[config.mk]
export PLATFORM = sky130hd
export DESIGN_NAME = ms_count_calendar_converter
export DESIGN_NICKNAME = d
export VERILOG_FILES = /design/src/rtl/core/mscc_pkg.sv /design/src/rtl/core/mscc_split.sv /design/src/rtl/core/mscc_build.sv /design/src/rtl/core/ms_count_calendar_converter.sv
export SDC_FILE = /design/constraint.sdc
export NUM_CORES = 2
export LEC_CHECK = 0
export ABC_CLOCK_PERIOD_IN_PS = 17700
export BUFFER_PORTS_ARGS = -buffer_cell sky130_fd_sc_hd__buf_2
export CORE_ASPECT_RATIO = 1.25
export CORE_UTILIZATION = 31
export CTS_BUF_LIST = sky130_fd_sc_hd__clkbuf_4 sky130_fd_sc_hd__clkbuf_8 sky130_fd_sc_hd__clkbuf_16
export DETAILED_ROUTE_END_ITERATION = 16
export PLACE_DENSITY = 0.49
export SLEW_MARGIN = 20
export SYNTH_ARGS = -nofsm -noshare
export SYNTH_HDL_FRONTEND = slang
export SYNTH_SLANG_ARGS = --single-unit
[constraint.sdc]
create_clock -name clk -period 17.7 [get_ports clk]
set_clock_uncertainty 0.05 [all_clocks]
set_input_delay 0.885 -clock clk [delete_from_list [all_inputs] [get_ports clk]]
set_output_delay 0.885 -clock clk [all_outputs]
set_load 0.02 [all_outputs]
[src/rtl/core/mscc_pkg.sv]
// shared types, constants and the month start table for the calendar converter
// no dependencies; imported by mscc_split, mscc_build and the top level
package mscc_pkg;

    // number of register stages from item transfer to result
    localparam int unsigned STAGES = 9;

    // one day in milliseconds, and the same with its 2^10 factor taken out
    localparam logic [26:0] DAY_MS     = 27'd86400000;
    localparam logic [16:0] DAY_MS_ODD = 17'd84375;

    // reciprocals for exact division by constants: q = (x * R) >> S
    localparam int unsigned DAY_SHIFT  = 50;
    localparam logic [33:0] RECIP_DAY  = 34'(((64'd1 << 50) + 64'd84374) / 64'd84375);
    localparam int unsigned D1460_SHIFT = 29;
    localparam logic [18:0] RECIP_1460 = 19'(((64'd1 << 29) + 64'd1459) / 64'd1460);
    localparam int unsigned D365_SHIFT = 27;
    localparam logic [18:0] RECIP_365  = 19'(((64'd1 << 27) + 64'd364) / 64'd365);
    localparam int unsigned D7_SHIFT   = 20;
    localparam logic [17:0] RECIP_7    = 18'(((64'd1 << 20) + 64'd6) / 64'd7);
    localparam int unsigned D153_SHIFT = 19;
    localparam logic [11:0] RECIP_153  = 12'(((64'd1 << 19) + 64'd152) / 64'd153);

    // day number offsets relative to 1980-01-01 (era starts at 1600-03-01 and 2000-03-01)
    localparam logic [16:0] ERA5_START   = 17'd7365;
    localparam logic [17:0] ERA4_OFFSET  = 18'd138732;
    localparam logic [16:0] WDAY_OFFSET  = 17'd3655;

    // control from the top level: one load enable per register stage
    typedef logic [STAGES-1:0] stage_en_t;

    typedef struct packed {
        logic [7:0]  year_offset;
        logic [3:0]  month;
        logic [4:0]  day;
        logic [26:0] ms_of_day;
        logic [2:0]  weekday;
        logic        range_error;
    } split_res_t;

    typedef struct packed {
        logic [42:0] elapsed_ms;
        logic        range_error;
    } build_res_t;

    // first day of a march-based month, counted from march 1st
    function automatic logic [8:0] month_start(input logic [3:0] mp);
        logic [8:0] r;
        case (mp)
            4'd0:    r = 9'd0;
            4'd1:    r = 9'd31;
            4'd2:    r = 9'd61;
            4'd3:    r = 9'd92;
            4'd4:    r = 9'd122;
            4'd5:    r = 9'd153;
            4'd6:    r = 9'd184;
            4'd7:    r = 9'd214;
            4'd8:    r = 9'd245;
            4'd9:    r = 9'd275;
            4'd10:   r = 9'd306;
            4'd11:   r = 9'd337;
            4'd12:   r = 9'd367;
            default: r = 9'd0;
        endcase
        return r;
    endfunction

endpackage

[src/rtl/core/mscc_split.sv]
// millisecond count to calendar date datapath, nine register stages
// depends on mscc_pkg; stage enables come from the top level
module mscc_split (
    input  logic                    clk,
    input  mscc_pkg::stage_en_t     en,
    input  logic [42:0]             elapsed_ms,
    output mscc_pkg::split_res_t    res
);
    import mscc_pkg::*;

    // stage 1: split reciprocal product for the day count
    logic [32:0] s1_n_next;
    logic [49:0] s1_plo_next, s1_phi_next;
    logic [32:0] s1_n_reg;
    logic [9:0]  s1_lo_reg;
    logic [49:0] s1_plo_reg, s1_phi_reg;

    assign s1_n_next   = elapsed_ms[42:10];
    assign s1_plo_next = {17'd0, s1_n_next} * {33'd0, RECIP_DAY[16:0]};
    assign s1_phi_next = {17'd0, s1_n_next} * {33'd0, RECIP_DAY[33:17]};

    always_ff @(posedge clk)
    begin
        if (en[0])
        begin
            s1_n_reg   <= s1_n_next;
            s1_lo_reg  <= elapsed_ms[9:0];
            s1_plo_reg <= s1_plo_next;
            s1_phi_reg <= s1_phi_next;
        end
    end

    // stage 2: sum partial products, take the day count
    logic [66:0] s2_sum_next;
    logic [16:0] s2_q_next, s2_q_reg;
    logic [32:0] s2_n_reg;
    logic [9:0]  s2_lo_reg;

    assign s2_sum_next = {s1_phi_reg, 17'd0} + {17'd0, s1_plo_reg};
    assign s2_q_next   = s2_sum_next[DAY_SHIFT +: 17];

    always_ff @(posedge clk)
    begin
        if (en[1])
        begin
            s2_q_reg  <= s2_q_next;
            s2_n_reg  <= s1_n_reg;
            s2_lo_reg <= s1_lo_reg;
        end
    end

    // stage 3: remainder, era select, day of era, weekday quotient
    logic [33:0] s3_prod_next;
    logic [16:0] s3_r_next;
    logic        s3_era5_next, s3_era5_reg;
    logic [17:0] s3_doe_next, s3_doe_reg;
    logic [16:0] s3_v_next, s3_v_reg;
    logic [34:0] s3_p7_next;
    logic [26:0] s3_msday_reg;
    logic [14:0] s3_q7_reg;

    assign s3_prod_next = {17'd0, s2_q_reg} * {17'd0, DAY_MS_ODD};
    assign s3_r_next    = 17'({1'b0, s2_n_reg} - s3_prod_next);
    assign s3_era5_next = s2_q_reg >= ERA5_START;
    assign s3_doe_next  = s3_era5_next ? {1'b0, s2_q_reg - ERA5_START}
                                       : {1'b0, s2_q_reg} + ERA4_OFFSET;
    assign s3_v_next    = s2_q_reg + WDAY_OFFSET;
    assign s3_p7_next   = {18'd0, s3_v_next} * {17'd0, RECIP_7};

    always_ff @(posedge clk)
    begin
        if (en[2])
        begin
            s3_msday_reg <= {s3_r_next, s2_lo_reg};
            s3_era5_reg  <= s3_era5_next;
            s3_doe_reg   <= s3_doe_next;
            s3_v_reg     <= s3_v_next;
            s3_q7_reg    <= s3_p7_next[D7_SHIFT +: 15];
        end
    end

    // stage 4: weekday, century corrections of the day of era
    logic [36:0] s4_p1460_next;
    logic [2:0]  s4_c36_next, s4_c36_reg;
    logic [16:0] s4_rem7_next;
    logic [2:0]  s4_wday_reg;
    logic [7:0]  s4_q1460_reg;
    logic        s4_c146_reg, s4_era5_reg;
    logic [17:0] s4_doe_reg;
    logic [26:0] s4_msday_reg;

    assign s4_p1460_next = {19'd0, s3_doe_reg} * {18'd0, RECIP_1460};
    assign s4_rem7_next  = s3_v_reg - 17'({s3_q7_reg, 3'd0} - {3'd0, s3_q7_reg});
    always_comb
    begin
        if (s3_doe_reg >= 18'd146096)
            s4_c36_next = 3'd4;
        else if (s3_doe_reg >= 18'd109572)
            s4_c36_next = 3'd3;
        else if (s3_doe_reg >= 18'd73048)
            s4_c36_next = 3'd2;
        else if (s3_doe_reg >= 18'd36524)
            s4_c36_next = 3'd1;
        else
            s4_c36_next = 3'd0;
    end

    always_ff @(posedge clk)
    begin
        if (en[3])
        begin
            s4_wday_reg  <= s4_rem7_next[2:0] + 3'd1;
            s4_q1460_reg <= s4_p1460_next[D1460_SHIFT +: 8];
            s4_c36_reg   <= s4_c36_next;
            s4_c146_reg  <= s3_doe_reg == 18'd146096;
            s4_era5_reg  <= s3_era5_reg;
            s4_doe_reg   <= s3_doe_reg;
            s4_msday_reg <= s3_msday_reg;
        end
    end

    // stage 5: leap-corrected day of era
    logic [17:0] s5_t_next, s5_t_reg, s5_doe_reg;
    logic        s5_era5_reg;
    logic [26:0] s5_msday_reg;
    logic [2:0]  s5_wday_reg;

    assign s5_t_next = s4_doe_reg - {10'd0, s4_q1460_reg} + {15'd0, s4_c36_reg}
                       - {17'd0, s4_c146_reg};

    always_ff @(posedge clk)
    begin
        if (en[4])
        begin
            s5_t_reg     <= s5_t_next;
            s5_doe_reg   <= s4_doe_reg;
            s5_era5_reg  <= s4_era5_reg;
            s5_msday_reg <= s4_msday_reg;
            s5_wday_reg  <= s4_wday_reg;
        end
    end

    // stage 6: year of era
    logic [36:0] s6_p365_next;
    logic [8:0]  s6_yoe_reg;
    logic [17:0] s6_doe_reg;
    logic        s6_era5_reg;
    logic [26:0] s6_msday_reg;
    logic [2:0]  s6_wday_reg;

    assign s6_p365_next = {19'd0, s5_t_reg} * {18'd0, RECIP_365};

    always_ff @(posedge clk)
    begin
        if (en[5])
        begin
            s6_yoe_reg   <= s6_p365_next[D365_SHIFT +: 9];
            s6_doe_reg   <= s5_doe_reg;
            s6_era5_reg  <= s5_era5_reg;
            s6_msday_reg <= s5_msday_reg;
            s6_wday_reg  <= s5_wday_reg;
        end
    end

    // stage 7: day of the march-based year
    logic [1:0]  s7_c100_next;
    logic [17:0] s7_sub_next, s7_doy_full_next;
    logic [8:0]  s7_doy_reg, s7_yoe_reg;
    logic        s7_era5_reg;
    logic [26:0] s7_msday_reg;
    logic [2:0]  s7_wday_reg;

    always_comb
    begin
        if (s6_yoe_reg >= 9'd300)
            s7_c100_next = 2'd3;
        else if (s6_yoe_reg >= 9'd200)
            s7_c100_next = 2'd2;
        else if (s6_yoe_reg >= 9'd100)
            s7_c100_next = 2'd1;
        else
            s7_c100_next = 2'd0;
    end
    assign s7_sub_next      = 18'({9'd0, s6_yoe_reg} * 18'd365) + {11'd0, s6_yoe_reg[8:2]}
                              - {16'd0, s7_c100_next};
    assign s7_doy_full_next = s6_doe_reg - s7_sub_next;

    always_ff @(posedge clk)
    begin
        if (en[6])
        begin
            s7_doy_reg   <= s7_doy_full_next[8:0];
            s7_yoe_reg   <= s6_yoe_reg;
            s7_era5_reg  <= s6_era5_reg;
            s7_msday_reg <= s6_msday_reg;
            s7_wday_reg  <= s6_wday_reg;
        end
    end

    // stage 8: march-based month
    logic [10:0] s8_x_next;
    logic [22:0] s8_p153_next;
    logic [3:0]  s8_mp_reg;
    logic [8:0]  s8_doy_reg, s8_yoe_reg;
    logic        s8_era5_reg;
    logic [26:0] s8_msday_reg;
    logic [2:0]  s8_wday_reg;

    assign s8_x_next    = 11'({2'd0, s7_doy_reg} * 11'd5) + 11'd2;
    assign s8_p153_next = {12'd0, s8_x_next} * {11'd0, RECIP_153};

    always_ff @(posedge clk)
    begin
        if (en[7])
        begin
            s8_mp_reg    <= s8_p153_next[D153_SHIFT +: 4];
            s8_doy_reg   <= s7_doy_reg;
            s8_yoe_reg   <= s7_yoe_reg;
            s8_era5_reg  <= s7_era5_reg;
            s8_msday_reg <= s7_msday_reg;
            s8_wday_reg  <= s7_wday_reg;
        end
    end

    // stage 9: civil month, day, year offset and range check
    logic [8:0]  s9_dm_next;
    logic [3:0]  s9_m_next;
    logic [11:0] s9_yw_next;
    logic        s9_err_next;
    split_res_t  s9_res_next, s9_res_reg;

    assign s9_dm_next  = s8_doy_reg - month_start(s8_mp_reg) + 9'd1;
    assign s9_m_next   = (s8_mp_reg < 4'd10) ? s8_mp_reg + 4'd3 : s8_mp_reg - 4'd9;
    assign s9_yw_next  = {3'd0, s8_yoe_reg} + {11'd0, s9_m_next <= 4'd2}
                         + (s8_era5_reg ? 12'd20 : 12'd3716);
    assign s9_err_next = s9_yw_next > 12'd255;

    always_comb
    begin
        s9_res_next = '0;
        s9_res_next.range_error = s9_err_next;
        if (!s9_err_next)
        begin
            s9_res_next.year_offset = s9_yw_next[7:0];
            s9_res_next.month       = s9_m_next;
            s9_res_next.day         = s9_dm_next[4:0];
            s9_res_next.ms_of_day   = s8_msday_reg;
            s9_res_next.weekday     = s8_wday_reg;
        end
    end

    always_ff @(posedge clk)
    begin
        if (en[8])
            s9_res_reg <= s9_res_next;
    end

    assign res = s9_res_reg;

endmodule

[src/rtl/core/mscc_build.sv]
// calendar date to millisecond count datapath, three working stages then delay
// depends on mscc_pkg; stage enables come from the top level
module mscc_build (
    input  logic                    clk,
    input  mscc_pkg::stage_en_t     en,
    input  logic [7:0]              year_offset,
    input  logic [3:0]              month,
    input  logic [4:0]              day_of_month,
    input  logic [26:0]             ms_of_day,
    output mscc_pkg::build_res_t    res
);
    import mscc_pkg::*;

    // stage 1: march-based year, era and month
    logic        b1_mle2_next, b1_era5_next;
    logic [11:0] b1_y_next, b1_yoe_full_next;
    logic [3:0]  b1_mp_next;
    logic [8:0]  b1_yoe_reg, b1_mstart_reg;
    logic        b1_era5_reg;
    logic [4:0]  b1_day_reg;
    logic [26:0] b1_ms_reg;

    assign b1_mle2_next     = month <= 4'd2;
    assign b1_y_next        = 12'd1980 + {4'd0, year_offset} - {11'd0, b1_mle2_next};
    assign b1_era5_next     = b1_y_next >= 12'd2000;
    assign b1_yoe_full_next = b1_era5_next ? b1_y_next - 12'd2000 : b1_y_next - 12'd1600;
    assign b1_mp_next       = b1_mle2_next ? month + 4'd9 : month - 4'd3;

    always_ff @(posedge clk)
    begin
        if (en[0])
        begin
            b1_yoe_reg    <= b1_yoe_full_next[8:0];
            b1_era5_reg   <= b1_era5_next;
            b1_mstart_reg <= month_start(b1_mp_next);
            b1_day_reg    <= day_of_month;
            b1_ms_reg     <= ms_of_day;
        end
    end

    // stage 2: signed day count from 1980-01-01
    logic [1:0]  b2_c100_next;
    logic [19:0] b2_pos_next, b2_neg_next;
    logic [19:0] b2_days_reg;
    logic [26:0] b2_ms_reg;

    always_comb
    begin
        if (b1_yoe_reg >= 9'd300)
            b2_c100_next = 2'd3;
        else if (b1_yoe_reg >= 9'd200)
            b2_c100_next = 2'd2;
        else if (b1_yoe_reg >= 9'd100)
            b2_c100_next = 2'd1;
        else
            b2_c100_next = 2'd0;
    end
    assign b2_pos_next = 20'({11'd0, b1_yoe_reg} * 20'd365) + {13'd0, b1_yoe_reg[8:2]}
                         + {11'd0, b1_mstart_reg} + {15'd0, b1_day_reg}
                         + (b1_era5_reg ? {3'd0, ERA5_START} : 20'd0);
    assign b2_neg_next = {18'd0, b2_c100_next} + 20'd1
                         + (b1_era5_reg ? 20'd0 : {2'd0, ERA4_OFFSET});

    always_ff @(posedge clk)
    begin
        if (en[1])
        begin
            b2_days_reg <= b2_pos_next - b2_neg_next;
            b2_ms_reg   <= b1_ms_reg;
        end
    end

    // stage 3: scale to milliseconds, flag dates before the epoch
    logic [43:0] b3_prod_next;
    logic [42:0] b3_sum_next;
    build_res_t  b3_res_next;
    build_res_t  dly_reg [3:STAGES];

    assign b3_prod_next = {10'd0, b2_days_reg[16:0]} * {17'd0, DAY_MS};
    assign b3_sum_next  = b3_prod_next[42:0] + {16'd0, b2_ms_reg};

    always_comb
    begin
        b3_res_next             = '0;
        b3_res_next.range_error = b2_days_reg[19];
        if (!b2_days_reg[19])
            b3_res_next.elapsed_ms = b3_sum_next;
    end

    always_ff @(posedge clk)
    begin
        if (en[2])
            dly_reg[3] <= b3_res_next;
    end

    // remaining stages align with the date split path
    for (genvar k = 4; k <= STAGES; k++)
    begin : g_dly
        always_ff @(posedge clk)
        begin
            if (en[k-1])
                dly_reg[k] <= dly_reg[k-1];
        end
    end

    assign res = dly_reg[STAGES];

endmodule

[src/rtl/core/ms_count_calendar_converter.sv]
// Millisecond count / calendar date converter, counts from 1980-01-01 00:00.
// Item channel: item_valid / item_stall with opcode and both sets of date fields;
// opcode 0 splits elapsed_ms into year offset, month, day, ms of day and weekday
// (Monday 1 .. Sunday 7), opcode 1 builds out_elapsed_ms from the date fields.
// Result channel: result_valid / result_stall, one result per item, in order.
// Fields not produced by the opcode read as zero; range_error flags a count past
// year 2235 or a date before 1980, with all other fields zero.
// The pipeline has 9 register stages, set by the nine-stage date
// split path (reciprocal multiplies for the constant divisions); the build path
// is delayed to the same depth. It takes one item per cycle while item_stall
// is low.
// When the receiver stalls, the pipeline closes up its bubbles and only then
// raises item_stall; nothing is lost or repeated.
// Reset empties the pipeline; there is no configuration and no clearing pass.
// depends on mscc_pkg, mscc_split and mscc_build
module ms_count_calendar_converter (
    input  logic        clk,
    input  logic        rst_n,
    input  logic        item_valid,
    output logic        item_stall,
    input  logic        opcode,
    input  logic [42:0] elapsed_ms,
    input  logic [7:0]  year_offset,
    input  logic [3:0]  month,
    input  logic [4:0]  day_of_month,
    input  logic [26:0] ms_of_day,
    output logic        result_valid,
    input  logic        result_stall,
    output logic [7:0]  out_year_offset,
    output logic [3:0]  out_month,
    output logic [4:0]  out_day,
    output logic [26:0] out_ms_of_day,
    output logic [2:0]  weekday,
    output logic [42:0] out_elapsed_ms,
    output logic        range_error
);
    import mscc_pkg::*;

    logic [STAGES-1:0] vld_reg, vld_next;
    logic [STAGES-1:0] op_reg, op_next;
    stage_en_t         en;
    split_res_t        split_res;
    build_res_t        build_res;

    // stage enables: a stage loads when empty or when the one after it moves
    always_comb
    begin
        en[STAGES-1] = !vld_reg[STAGES-1] || !result_stall;
        for (int k = STAGES - 2; k >= 0; k--)
            en[k] = !vld_reg[k] || en[k+1];
    end

    assign vld_next   = {vld_reg[STAGES-2:0], item_valid};
    assign op_next    = {op_reg[STAGES-2:0], opcode};
    assign item_stall = !en[0];

    // valid bits travel with the data
    always_ff @(posedge clk or negedge rst_n)
    begin
        if (!rst_n)
            vld_reg <= '0;
        else
        begin
            for (int k = 0; k < STAGES; k++)
                if (en[k])
                    vld_reg[k] <= vld_next[k];
        end
    end

    // opcode follows each transfer
    always_ff @(posedge clk)
    begin
        for (int k = 0; k < STAGES; k++)
            if (en[k])
                op_reg[k] <= op_next[k];
    end

    mscc_split u_split (
        .clk        (clk),
        .en         (en),
        .elapsed_ms (elapsed_ms),
        .res        (split_res)
    );

    mscc_build u_build (
        .clk          (clk),
        .en           (en),
        .year_offset  (year_offset),
        .month        (month),
        .day_of_month (day_of_month),
        .ms_of_day    (ms_of_day),
        .res          (build_res)
    );

    // result select by opcode
    assign result_valid    = vld_reg[STAGES-1];
    assign out_year_offset = op_reg[STAGES-1] ? 8'd0  : split_res.year_offset;
    assign out_month       = op_reg[STAGES-1] ? 4'd0  : split_res.month;
    assign out_day         = op_reg[STAGES-1] ? 5'd0  : split_res.day;
    assign out_ms_of_day   = op_reg[STAGES-1] ? 27'd0 : split_res.ms_of_day;
    assign weekday         = op_reg[STAGES-1] ? 3'd0  : split_res.weekday;
    assign out_elapsed_ms  = op_reg[STAGES-1] ? build_res.elapsed_ms : 43'd0;
    assign range_error     = op_reg[STAGES-1] ? build_res.range_error
                                              : split_res.range_error;

`ifndef NO_ASSERTIONS
    a_no_stall_when_empty : assert property (@(posedge clk) disable iff (!rst_n)
        !result_valid |-> !item_stall)
        else $error("item stalled with an empty output stage");

    a_error_clears_fields : assert property (@(posedge clk) disable iff (!rst_n)
        result_valid && range_error |-> out_month == 4'd0 && out_day == 5'd0
            && weekday == 3'd0 && out_elapsed_ms == 43'd0 && out_ms_of_day == 27'd0)
        else $error("range error with non-zero result fields");

    a_date_in_range : assert property (@(posedge clk) disable iff (!rst_n)
        result_valid && weekday != 3'd0 |-> out_month >= 4'd1 && out_month <= 4'd12
            && out_day != 5'd0 && out_elapsed_ms == 43'd0)
        else $error("split result with month or day out of range");

    a_ms_of_day_range : assert property (@(posedge clk) disable iff (!rst_n)
        result_valid |-> out_ms_of_day < DAY_MS)
        else $error("millisecond of day beyond one day");
`endif

endmodule
==> flow_summary.toml <==
[outcome]
status = "finished clean"

[placed_design]
port-buffer-count = 184
gp_congestion = 0.881
hpwl_mm = 159

[cts]
cts_buffers = 105
clk_path_buf_depth = 3
cts_setup_buffers = 0
insertion_delay_ns = 0.74
cts_tree = "built"
h-tree-depth = 3
cts.sinks = 944
clk_pin_slew_worst_paths_ns = 0.06
cts_root_buffer = "clkbuf_16"

[sta]
post-route-min-period_ns = 7.87
fin_tns_setup_ns = 0
rsz0062_at_grt = "no"
relSlewSlack_pct = 29.2
fin_crit_sh_pct = 44.5
max_freq_ghz = 0.127
hold_violations = 0
report.final.slew_viol_count = 0
setup_viol = 0
worstMarginPinSlew_ns = 1.03

[route]
top_layer_used = "met5"
ant_nets = 0
drc = 0
vias = 46194
wl_met2_mm = 100
wl_met1_mm = 78.8
wl_met3_mm = 4.37
wire_per_inst_um = 18.2
wl_mm = 189
avgViaCountPerCell = 4.45
drtIter0Drc = 1752
dr.pass1.iters = 5

[yosys]
async_flop_share_pct = 0.953
syn_nets = 8964
synth_edf_count = 930
synth-main-ff-cell = "edfxtp_1"
yosys_warnings = 0
syn_avg_cell_area_um2 = 12.1
synth_area_um2 = 80600
ys_types = 84
seq_area_frac_synth_pct = 35.1
synth_seq_cells = 944
syn_inst = 6658

[floorplan]
core-area_um2 = 258000
die_height_um = 572
start_util_pct = 31.3
io_pins = 185
rows = 208
die_w_um = 458
dieArea_um2 = 262000

[setup_path]
worstPathRequired_ns = 18.27
cp_max_fo = 11
cp-end-kind = "register"
cp.arrival_ns = 8.44
start_kind = "register"
path_class = "reg -> reg"

[run]
max_cap_viol_count = 0

[final_layout]
drive_gt1_share_pct = 6.28
largest_register_ffs = 308
nets = 9246
area_growth_pct = 10.8

[global_route]
grt_max_degree = 92
grt.overflow.total = 0
grt_pass1_vias = 50845
antenna_found_initial = 19
grt_pass1_wl_mm = 295
grt_usage_pct = 14.7

[min_path]
hold_class = "in -> reg"
cells in the mapped netlist (5+ instances only):
library cell	n	area share, %
a2111oi_0	5	0.054
a211o_1	9	0.098
a211oi_1	29	0.27
a21boi_0	18	0.17
a21o_1	89	0.83
a21oi_1	186	1.2
a311oi_1	6	0.065
a31o_2	10	0.11
a31oi_1	26	0.20
a41oi_1	7	0.076
and2_1	99	0.77
and3_1	31	0.24
and4_1	10	0.11
clkbuf_1	36	0.17
dfrtp_1	9	0.28
dfxtp_1	5	0.12
edfxtp_1	930	35
fa_1	889	22
ha_1	1325	21
inv_1	1618	7.5
mux2i_1	12	0.15
nand2_1	151	0.70
nand2b_1	33	0.26
nand3_1	62	0.39
nand3b_1	8	0.075
nand4_1	34	0.26
nor2_1	194	0.90
nor2b_1	100	0.78
nor3_1	59	0.37
nor3b_1	6	0.056
o2111ai_1	5	0.054
o211ai_1	23	0.21
o21a_1	33	0.31
o21ai_0	120	0.75
o21bai_1	21	0.20
o31ai_1	17	0.16
o41ai_1	6	0.065
or2_2	12	0.093
or3_1	12	0.093
xnor2_1	251	2.7
xor2_1	83	0.90
per-layer routing:
layer  vias to the layer above  GRT usage [%]
met3                       223           1.22
met1                     22963           17.3
met2                       565           28.0
li1                      22441              -
met4                         2           4.23
met5                         -              0
cells by family after synthesis:
group,Yosys count,synth area share (%)
simple gates,827,5.26
fa+ha+maj,2214,42.7
mux,16,0.205
xor+xnor,335,3.65
compound gates,664,5.46
flops,944,35.1
buf+inv,1658,7.73
per-stage QoR:
| step | instances | util (%) | hold WS (ns) | setup WS, ns | area, µm² |
|---|---|---|---|---|---|
| 2_1_floorplan | 6658 | - | 0.350 | 4.76 | 80600 |
| 3_5_place_dp | 10192 | 33.3 | 0.355 | 9.85 | 85900 |
| 4_1_cts | 10383 | 34.7 | 0.179 | 9.83 | 89300 |
| 6_report | 10384 | 34.7 | 0.265 | 9.83 | 89300 |
| 3_3_place_gp | 10192 | 33.3 | 0.351 | 9.90 | 85900 |
| 5_1_grt | 10384 | 34.7 | 0.208 | 9.31 | 89300 |
final timing paths:
| check | start | endpoint | slack (ns) | cells after the start |
|---|---|---|---|---|
| min in group asynchronous | rst_n | vld_reg[5] | 0.48 | 2 |
| setup / recovery | u_split.s7_doy_reg[1] | register | 9.83 | 27 |
| hold reg to reg | u_build.dly_reg[0][321] | u_build.dly_reg[0][365] | 0.35 | 0 |
| setup reg to reg | u_split.s7_doy_reg[1] | register | 9.83 | 27 |
| max in group asynchronous | rst_n | vld_reg[8] | 16.93 | 2 |
| hold / removal | ms_of_day[7] | u_build.b1_ms_reg[7] | 0.26 | 1 |
placed cells by master (no fill, tap or decap), drive strengths merged, types with 23 or more instances in the layout:
cell / n
clkinv: 42
nor2b: 101
xor2: 83
ha: 1325
a31oi: 27
nand3: 62
o211ai: 23
nor2: 194
nand2b: 33
o21a: 34
and3: 31
and2: 99
nand4: 34
fa: 889
a21o: 90
a211oi: 29
clkbuf: 128
edfxtp: 930
nand2: 151
inv: 1627
nor3: 60
a21oi: 186
o21ai: 125
xnor2: 252
buf: 213
cell type report:
cell class / instances / area, µm²
multi-input cells: 4056 / 46200
flip-flops and latches: 944 / 28300
well taps: 3360 / 4200
diodes: 1 / 2.50
inverters: 1619 / 6080
fillers: 25465 / 168000
repair buffers: 214 / 1150
clock inverters: 62 / 616
clock buffers: 128 / 2820
what timing repair did:
item,CTS,global route
resized for setup,0,0
hold buffers,1,0
hold endpoints to repair,9,0
critical path, cell delays in order (launching register included):
cell and delay (ns):
edfxtp_1 0.50, ha_1 0.34, ha_1 0.33, a31oi_1 0.22, nor2b_1 0.09, o21a_1 0.20, o21a_1 0.18, o21ai_0 0.15
nand2b_1 0.11, a21oi_1 0.24, o21bai_1 0.11, xor2_1 0.32, ha_1 0.24, inv_1 0.10, fa_1 0.47, fa_1 0.50
fa_1 0.52, fa_1 0.55, inv_1 0.04, ha_1 0.18, or3_1 0.37, o211ai_1 0.28, nand3_1 0.15, a31oi_1 0.22
xnor2_1 0.11, mux2i_1 0.72, a21oi_1 0.16, mux2_2 0.29
Power is left out: the tool's default activity adds up to more than one toggle a clock period on the data nets, which glitch-free logic cannot reach.
